$ cat src/hdl/i2c_master_bit_engine_assert.svh
// Assertion macros for the I2C master bit engine.
`ifndef I2C_MASTER_BIT_ENGINE_ASSERT_SVH
`define I2C_MASTER_BIT_ENGINE_ASSERT_SVH
`ifndef NO_ASSERTIONS
// Checked on every rising clock edge outside of reset.
`define I2CMBE_ASSERT(lbl, prop) \
  lbl: assert property (@(posedge clk_i) disable iff (!rst_ni) prop) \
    else $error("i2cmbe: assertion failed");
// Checked on every rising clock edge, reset included.
`define I2CMBE_ASSERT_ALWAYS(lbl, prop) \
  lbl: assert property (@(posedge clk_i) prop) \
    else $error("i2cmbe: assertion failed");
`else
`define I2CMBE_ASSERT(lbl, prop)
`define I2CMBE_ASSERT_ALWAYS(lbl, prop)
`endif
`endif

$ cat src/hdl/i2cmbe_pkg.sv
// Types and constants shared by the I2C master bit engine.
`timescale 1ns / 1ps
package i2cmbe_pkg;

  // Line phases of the bit engine.
  typedef enum logic [3:0] {
    PH_IDLE   = 4'd0,
    PH_S1     = 4'd1,
    PH_S2     = 4'd2,
    PH_S3     = 4'd3,
    PH_S4     = 4'd4,
    PH_P1     = 4'd5,
    PH_P2     = 4'd6,
    PH_P3     = 4'd7,
    PH_WDATA  = 4'd8,
    PH_WHIGH  = 4'd9,
    PH_WLOW   = 4'd10,
    PH_WACK   = 4'd11,
    PH_RWAIT  = 4'd12,
    PH_RHIGH1 = 4'd13,
    PH_RHIGH2 = 4'd14,
    PH_RLOW   = 4'd15
  } phase_e;

  // Command codes.
  typedef enum logic [1:0] {
    OP_START = 2'd0,
    OP_STOP  = 2'd1,
    OP_WRITE = 2'd2,
    OP_READ  = 2'd3
  } op_e;

  // Configuration register indexes.
  typedef enum logic {
    CFG_PHASE_TICKS     = 1'b0,
    CFG_STRETCH_TIMEOUT = 1'b1
  } cfg_e;

  localparam logic [3:0] BYTE_BITS         = 4'd8;
  localparam logic [3:0] ACK_BIT           = 4'd9;
  localparam logic [7:0] PHASE_TICKS_RST   = 8'd1;
  localparam logic [7:0] STRETCH_TOUT_RST  = 8'd255;

  // One tick of sampled lines and an optional command.
  typedef struct packed {
    logic       cmd_valid;
    logic [1:0] operation;
    logic [7:0] tx_byte;
    logic       ack_to_send;
    logic       scl_in;
    logic       sda_in;
  } in_item_t;

  // Line drive and status after one tick.
  typedef struct packed {
    logic       scl_release;
    logic       sda_release;
    logic       busy_res;
    logic       done_res;
    logic [7:0] rx_byte;
    logic       ack_received;
    logic       timeout_error;
  } out_item_t;

endpackage

$ cat src/hdl/i2c_master_bit_engine.sv
// I2C master bit engine: one line tick per transaction, registered result.
`timescale 1ns / 1ps
`include "i2c_master_bit_engine_assert.svh"

// Each input transaction is one tick of the open-drain I2C line machine:
// sampled SCL/SDA plus an optional start, stop, write-byte or read-byte
// command, taken only when the engine reports not busy. The tick is
// processed combinationally between the state registers and the result
// register, so one transaction is accepted every clock cycle; the input
// stalls only while the result register is full and the output is stalled.
// Every line phase lasts phase_ticks ticks (0 acts as 1). Read bytes wait
// for SCL high and abort with timeout_error once the per-byte stretch count
// reaches stretch_timeout. Configuration writes belong to idle periods.
module i2c_master_bit_engine (
  input  logic                 clk_i,
  input  logic                 rst_ni,
  input  logic                 cfg_we_i,
  input  logic                 cfg_index_i,
  input  logic [7:0]           cfg_data_i,
  input  logic                 in_valid_i,
  output logic                 in_stall_o,
  input  i2cmbe_pkg::in_item_t in_data_i,
  output logic                 out_valid_o,
  input  logic                 out_stall_i,
  output i2cmbe_pkg::out_item_t out_data_o
);
  import i2cmbe_pkg::*;

  // Configuration registers.
  logic [7:0] phase_ticks_q;
  logic [7:0] stretch_tout_q;

  // Engine state.
  phase_e     phase_q, phase_d;
  logic [3:0] bit_cnt_q, bit_cnt_d;
  logic [7:0] shift_q, shift_d;
  logic [7:0] stretch_q, stretch_d;
  logic [7:0] delay_q, delay_d;
  op_e        op_q, op_d;
  logic       ack_hold_q, ack_hold_d;
  logic       scl_q, scl_d;
  logic       sda_q, sda_d;
  logic [7:0] rx_q, rx_d;
  logic       ack_flag_q, ack_flag_d;
  logic       err_q, err_d;
  logic       done_d;

  // Result register.
  logic       out_valid_q;
  out_item_t  out_data_q;
  out_item_t  res_d;

  logic       in_acc;
  logic [7:0] delay_load;

  assign in_stall_o  = out_valid_q & out_stall_i;
  assign in_acc      = in_valid_i & ~in_stall_o;
  assign out_valid_o = out_valid_q;
  assign out_data_o  = out_data_q;

  // A phase of zero ticks behaves as one tick.
  assign delay_load = (phase_ticks_q == 8'd0) ? 8'd0 : (phase_ticks_q - 8'd1);

  // Configuration writes.
  always_ff @(posedge clk_i or negedge rst_ni) begin
    if (!rst_ni) begin
      phase_ticks_q  <= PHASE_TICKS_RST;
      stretch_tout_q <= STRETCH_TOUT_RST;
    end else if (cfg_we_i) begin
      unique case (cfg_e'(cfg_index_i))
        CFG_PHASE_TICKS:     phase_ticks_q  <= cfg_data_i;
        CFG_STRETCH_TIMEOUT: stretch_tout_q <= cfg_data_i;
        default:             phase_ticks_q  <= phase_ticks_q;
      endcase
    end
  end

  // Next state of one tick: pick the phase transition, then apply the
  // entry actions of the phase being entered.
  always_comb begin
    phase_e next_ph;
    logic   enter;
    next_ph    = PH_IDLE;
    enter      = 1'b0;
    phase_d    = phase_q;
    bit_cnt_d  = bit_cnt_q;
    shift_d    = shift_q;
    stretch_d  = stretch_q;
    delay_d    = delay_q;
    op_d       = op_q;
    ack_hold_d = ack_hold_q;
    scl_d      = scl_q;
    sda_d      = sda_q;
    rx_d       = rx_q;
    ack_flag_d = ack_flag_q;
    err_d      = err_q;
    done_d     = 1'b0;

    if (phase_q == PH_IDLE) begin
      if (in_data_i.cmd_valid) begin
        op_d      = op_e'(in_data_i.operation);
        bit_cnt_d = 4'd0;
        enter     = 1'b1;
        unique case (op_e'(in_data_i.operation))
          OP_START: next_ph = PH_S1;
          OP_STOP:  next_ph = PH_P1;
          OP_WRITE: begin
            shift_d = in_data_i.tx_byte;
            next_ph = PH_WDATA;
          end
          OP_READ: begin
            ack_hold_d = in_data_i.ack_to_send;
            shift_d    = 8'd0;
            stretch_d  = 8'd0;
            err_d      = 1'b0;
            next_ph    = PH_RWAIT;
          end
          default: next_ph = PH_IDLE;
        endcase
      end
    end else if (phase_q == PH_RWAIT) begin
      // Wait for SCL high; stretch ticks count toward the timeout.
      if (in_data_i.scl_in) begin
        enter   = 1'b1;
        next_ph = PH_RHIGH1;
      end else if (stretch_q >= stretch_tout_q) begin
        scl_d   = 1'b1;
        sda_d   = 1'b1;
        err_d   = 1'b1;
        phase_d = PH_IDLE;
        done_d  = 1'b1;
      end else begin
        stretch_d = stretch_q + 8'd1;
      end
    end else if (delay_q != 8'd0) begin
      delay_d = delay_q - 8'd1;
    end else begin
      unique case (phase_q)
        PH_S1: begin enter = 1'b1; next_ph = PH_S2; end
        PH_S2: begin enter = 1'b1; next_ph = PH_S3; end
        PH_S3: begin enter = 1'b1; next_ph = PH_S4; end
        PH_P1: begin enter = 1'b1; next_ph = PH_P2; end
        PH_P2: begin enter = 1'b1; next_ph = PH_P3; end
        PH_WDATA: begin enter = 1'b1; next_ph = PH_WHIGH; end
        PH_WHIGH: begin enter = 1'b1; next_ph = PH_WLOW; end
        PH_WLOW: begin
          enter   = 1'b1;
          next_ph = (bit_cnt_q < BYTE_BITS) ? PH_WDATA : PH_WACK;
        end
        PH_WACK: begin
          ack_flag_d = ~in_data_i.sda_in;
          scl_d      = 1'b0;
          phase_d    = PH_IDLE;
          done_d     = 1'b1;
        end
        PH_RHIGH1: begin
          shift_d   = {shift_q[6:0], in_data_i.sda_in};
          bit_cnt_d = bit_cnt_q + 4'd1;
          enter     = 1'b1;
          next_ph   = PH_RHIGH2;
        end
        PH_RHIGH2: begin
          if (bit_cnt_q > BYTE_BITS) begin
            scl_d   = 1'b0;
            sda_d   = 1'b1;
            rx_d    = shift_q;
            phase_d = PH_IDLE;
            done_d  = 1'b1;
          end else begin
            enter   = 1'b1;
            next_ph = PH_RLOW;
          end
        end
        PH_RLOW: begin
          enter = 1'b1;
          if (bit_cnt_q < BYTE_BITS) begin
            next_ph = PH_RWAIT;
          end else begin
            bit_cnt_d = ACK_BIT;
            next_ph   = PH_RHIGH2;
          end
        end
        default: begin
          // End of a start or stop condition.
          phase_d = PH_IDLE;
          done_d  = 1'b1;
        end
      endcase
    end

    // Entry actions of the new phase.
    if (enter) begin
      phase_d = next_ph;
      delay_d = delay_load;
      unique case (next_ph)
        PH_S1:     sda_d = 1'b1;
        PH_S2:     scl_d = 1'b1;
        PH_S3:     sda_d = 1'b0;
        PH_S4:     scl_d = 1'b0;
        PH_P1:     sda_d = 1'b0;
        PH_P2:     scl_d = 1'b1;
        PH_P3:     sda_d = 1'b1;
        PH_WDATA: begin
          sda_d   = shift_d[7];
          shift_d = {shift_d[6:0], 1'b0};
        end
        PH_WHIGH:  scl_d = 1'b1;
        PH_WLOW: begin
          scl_d     = 1'b0;
          bit_cnt_d = bit_cnt_d + 4'd1;
        end
        PH_WACK, PH_RWAIT: begin
          sda_d = 1'b1;
          scl_d = 1'b1;
        end
        PH_RHIGH2: scl_d = 1'b1;
        PH_RLOW: begin
          scl_d = 1'b0;
          if (bit_cnt_d == BYTE_BITS) sda_d = ~ack_hold_d;
        end
        default: scl_d = scl_d;
      endcase
    end
  end

  // Result of the tick, taken from the next-state values.
  always_comb begin
    res_d.scl_release   = scl_d;
    res_d.sda_release   = sda_d;
    res_d.busy_res      = (phase_d != PH_IDLE);
    res_d.done_res      = done_d;
    res_d.rx_byte       = rx_d;
    res_d.ack_received  = ack_flag_d;
    res_d.timeout_error = err_d;
  end

  // State registers advance once per accepted transaction.
  always_ff @(posedge clk_i or negedge rst_ni) begin
    if (!rst_ni) begin
      phase_q    <= PH_IDLE;
      bit_cnt_q  <= 4'd0;
      shift_q    <= 8'd0;
      stretch_q  <= 8'd0;
      delay_q    <= 8'd0;
      op_q       <= OP_START;
      ack_hold_q <= 1'b0;
      scl_q      <= 1'b1;
      sda_q      <= 1'b1;
      rx_q       <= 8'd0;
      ack_flag_q <= 1'b0;
      err_q      <= 1'b0;
    end else if (in_acc) begin
      phase_q    <= phase_d;
      bit_cnt_q  <= bit_cnt_d;
      shift_q    <= shift_d;
      stretch_q  <= stretch_d;
      delay_q    <= delay_d;
      op_q       <= op_d;
      ack_hold_q <= ack_hold_d;
      scl_q      <= scl_d;
      sda_q      <= sda_d;
      rx_q       <= rx_d;
      ack_flag_q <= ack_flag_d;
      err_q      <= err_d;
    end
  end

  // Result register: loaded on accept, emptied when the output takes it.
  always_ff @(posedge clk_i or negedge rst_ni) begin
    if (!rst_ni) begin
      out_valid_q <= 1'b0;
    end else if (in_acc) begin
      out_valid_q <= 1'b1;
    end else if (!out_stall_i) begin
      out_valid_q <= 1'b0;
    end
  end

  always_ff @(posedge clk_i) begin
    if (in_acc) begin
      out_data_q <= res_d;
    end
  end

  // Assertions.
  `I2CMBE_ASSERT(a_acc_gives_result, in_acc |=> out_valid_o)
  `I2CMBE_ASSERT(a_done_not_busy, out_valid_q |-> !(out_data_q.done_res && out_data_q.busy_res))
  `I2CMBE_ASSERT(a_rwait_released, (phase_q == PH_RWAIT) |-> (scl_q && sda_q))
  `I2CMBE_ASSERT(a_bit_cnt_range, bit_cnt_q <= ACK_BIT)

endmodule
$ cat config.mk
export PLATFORM = sky130hd
export DESIGN_NAME = i2c_master_bit_engine
export DESIGN_NICKNAME = d
export VERILOG_FILES = /design/src/hdl/i2cmbe_pkg.sv /design/src/hdl/i2c_master_bit_engine.sv
export VERILOG_INCLUDE_DIRS = /design/src /design/src/hdl
export SDC_FILE = /design/constraint.sdc
export NUM_CORES = 1
export LEC_CHECK = 0
export ABC_CLOCK_PERIOD_IN_PS = 3050
export BUFFER_PORTS_ARGS = -buffer_cell sky130_fd_sc_hd__buf_4
export CORE_AREA = 2 2 207 107
export CTS_CLUSTER_DIAMETER = 200
export DETAILED_ROUTE_END_ITERATION = 8
export DIE_AREA = 0 0 209 109
export PLACE_DENSITY = 0.43
export SLEW_MARGIN = 25
export SYNTH_ARGS = -nofsm -noshare
export SYNTH_HDL_FRONTEND = slang
export SYNTH_SLANG_ARGS = --single-unit
$ cat constraint.sdc
create_clock -name clk_i -period 3.05 [get_ports clk_i]
set_input_delay 0.1525 -clock clk_i [delete_from_list [all_inputs] [get_ports clk_i]]
set_output_delay 0.1525 -clock clk_i [all_outputs]
set_load 0.02 [all_outputs]
==> key figures <==
Setup path
  – Worst R2R Path Depth: 9
  – Critical path, cell by cell: buf_4, or4_1, nor2_2, buf_4, a21oi_4, a222oi_1, a211oi_1, nor4b_2, a21oi_1
  – Worst setup path category: reg2reg
  – Crit path from: phase_q[3]
  – CP required: 3130 ps
  – Worst-path fanout max: 7
  – CP Depth: 9
  – Reg-to-Reg Start: phase_q[3]
  – Most frequent cell on the critical path: buf_4
  – CP max stage delay: 560 ps
  – Reg-to-reg slack, setup: 150 ps
  – Worst Path Buf+Inv: 2
  – R2R Path End: out_data_o[12]
  – Top cell family by delay on the critical path: simple AND/OR/NAND/NOR gates
  – Slowest CP cell: or4_1
  – Crit path DAT: 2970 ps
  – Setup crit start kind: flop
  – CP endpoint: out_data_o[12]
  – Setup crit end kind: flop

Route
  – DRC: 0
  – Detail Route met2 WL: 5.12 mm
  – WL met1: 8.14 mm
  – ANT nets after route: 0
  – Initial DRC Count: 299
  – Pre-antenna DRT Iters: 5
  – Via count: 4276
  – DR top layer: met4
  – Ratio of routed vias to standard cells: 4.88
  – Routed WL per cell: 16.6 um
  – WL met3: 1.18 mm
  – Post-Route WL: 14.6 mm

STA
  – Max Clock Freq: 345 MHz
  – Final Hold Vio Count: 0
  – Final Critical Period: 2900 ps
  – Fin crit share: 0.949
  – Final WS setup: 155 ps
  – # setup viols final: 0
  – Worst relative slew slack: 0.410
  – Worst hold margin: 20.4 ps
  – Worst Tran Pin Value: 886 ps
  – Final Slew Violations: 0
  – Setup Skew: 6.92 ps

Synthesis
  – Synthesized flop and latch total: 76
  – Share of the synthesized area in the top cell type: 0.267
  – Netlist cell types: 76
  – Syn. warnings: 0
  – Asr flop ratio synth: 0.816
  – Cells taking the most area after synthesis: dfrtp_1 27%, edfxtp_1 8.8%, mux2_2 6.1%
  – Total nets after synthesis: 565
  – Mapped Cells: 522
  – Synth Area per Inst: 9.16 um^2
  – Cell taking the most area after synthesis: dfrtp_1
  – Cell Area, Synth: 4780 um^2
  – Main synth FF type: dfrtp_1
  – Sequential fraction of the synthesis area: 0.415
  – EDFF count, synth: 14

Clock tree
  – CTS H-tree lvls: 3
  – Clock transition at path regs: 70 ps
  – Clk root buf: clkbuf_16
  – Clk Latency, worst-skew pair: 330 ps
  – CTS tree: yes
  – Max Root-Sink Buffers: 2
  – Cts bufs inserted: 9
  – Sink Count: 76

Floorplanning
  – Core Region: 21200 um^2
  – Die area: 22800 um^2
  – Die Ht: 109 um
  – Top-level port count: 44
  – Starting density of the core: 0.226
  – Chip Width: 209 um
  – Std-Cell Rows: 38

Place
  – Final HPWL DP: 11.2 mm
  – Dpl ws: 28.6 ps
  – Port bufs: 43
  – Post-DP Area: 5620 um^2
  – GP Congestion: 0.911

GRT
  – GRT Total Usage: 0.133
  – Total congestion overflow: 0
  – Initial antenna violation count: 0
  – Global-route wire length before repair: 23.1 mm
  – Pin count of the biggest net entering global routing: 63
  – Vias in the first global route: 3905

Pwr
  – Tot Pwr: 5.19 mW
  – Worst VDD drop: 295 uV
  – Power per cell area: 858 nW/um^2
  – Leakage: 2.44 nW

Layout
  – Final instance area: 6050 um^2
  – Share of cells above drive strength 1: 0.273
  – Utilization after layout: 0.286
  – Antenna diodes: 0
  – Fin nets: 635
  – Area grow syn2layout: 26.5%

Outcome
  – Status: finished, final reports clean

Hold path
  – Hold crit path type: in2reg

Flow run
  – Max-Cap Viols: 0
==> report_power, final <==
part | internal, mW | total (mW) | switching (mW)
Clock | 0.649 | 1.12 | 0.472
Combinational | 1.01 | 2.42 | 1.40
Sequential | 1.36 | 1.65 | 0.297
Total | 3.02 | 5.19 | 2.17
==> per-stage QoR <==
stage                     TNS (ps)  cells
final                            0    877
after global routing         -2.52    877
after CTS                        0    872
after detailed placement         0    855
after global placement           0    855
after floorplan                  0    522
==> cells in the mapped netlist, types with 3 or more instances <==
library cell,count
o2111ai_1,4
a222oi_1,3
nand4_1,6
xnor2_1,5
o31ai_1,7
and3_1,7
buf_2,3
o21ai_0,37
dfstp_2,11
and2_1,4
dfrtp_1,51
mux2i_1,7
a31oi_1,8
a21oi_1,16
nand3b_1,4
nor2b_1,8
a22oi_1,4
or4_1,3
nand2_1,51
nand3_1,13
buf_1,4
nor3_1,16
a211oi_1,4
inv_1,27
nand2b_1,6
o211ai_1,3
xor2_1,8
nor4_1,8
nor2_1,65
ha_1,15
mux2_2,26
nor3b_1,5
edfxtp_1,14
clkbuf_1,17
==> cells by family (layout without fill, tap and decap cells) <==
kind of cell,Yosys count,in the layout,share of synthesized area
mux,33,33,0.0759
buf+inv,52,127,0.0432
fa+ha+maj,15,15,0.0393
compound gates,121,121,0.179
xor+xnor,13,13,0.0238
flops,76,76,0.415
simple gates,212,212,0.224
==> sequential cells by signal (all words and copies together) (netlist names) <==
register	count
stretch_q	8
phase_ticks_q	8
ack_hold_q	1
bit_cnt_q	4
sda_q	1
rx_q	8
shift_q	8
ack_flag_q	1
stretch_tout_q	8
out_data_o	14
err_q	1
phase_q	4
out_valid_o	1
scl_q	1
delay_q	8
==> per-layer routing <==
layer	vias to the layer above	track usage
met5	-	0
met4	0	0.0276
met3	9	0.0432
li1	2050	-
met2	152	0.162
met1	2065	0.213
==> worst min path at each step <==
stage                     startpoint           end  cells after the start
after floorplan               rst_ni    ack_flag_q                      0
final                     in_valid_i   out_valid_o                      2
after CTS                 in_valid_i   out_valid_o                      2
after global routing      in_valid_i   out_valid_o                      2
after detailed placement      rst_ni  bit_cnt_q[1]                      1
after global placement        rst_ni  bit_cnt_q[0]                      1
==> final cells by class <==
cell class / instances / area (um^2)
fill: 2231 / 15100
multi-input combinational: 394 / 2660
sequential: 76 / 1990
timing repair buffer: 84 / 646
tap: 280 / 350
clock buffer: 9 / 225
inverter: 27 / 101
clock inverter: 7 / 80.1
==> cell usage in the layout (no fill, tap or decap), types with 5 or more instances in the layout <==
master,Yosys,layout
xor2_1,8,8
nand4_1,6,6
clkbuf_16,0,9
nand2_1,51,51
dfrtp_1,51,48
nand3_1,13,11
xnor2_1,5,5
nor4_1,8,6
dfstp_2,11,11
o31ai_1,7,7
nor3_1,16,16
edfxtp_1,14,14
nor2_1,65,64
mux2i_1,7,7
o21ai_0,37,37
ha_1,15,14
and3_1,7,7
nor2b_1,8,8
a31oi_1,8,8
a21oi_1,16,16
nand2b_1,6,6
mux2_2,26,26
buf_4,0,82
inv_1,27,27
==> repair_timing <==
| item | CTS | global route |
|---|---|---|
| setup endpoints to repair | 0 | 12 |
| hold buffers | 1 | 0 |
| endpoints found under the hold margin | 51 | 0 |
| setup buffers | 0 | 5 |
| gates resized for setup | 0 | 17 |
No activity file was read; power rests on OpenSTA's default activity.
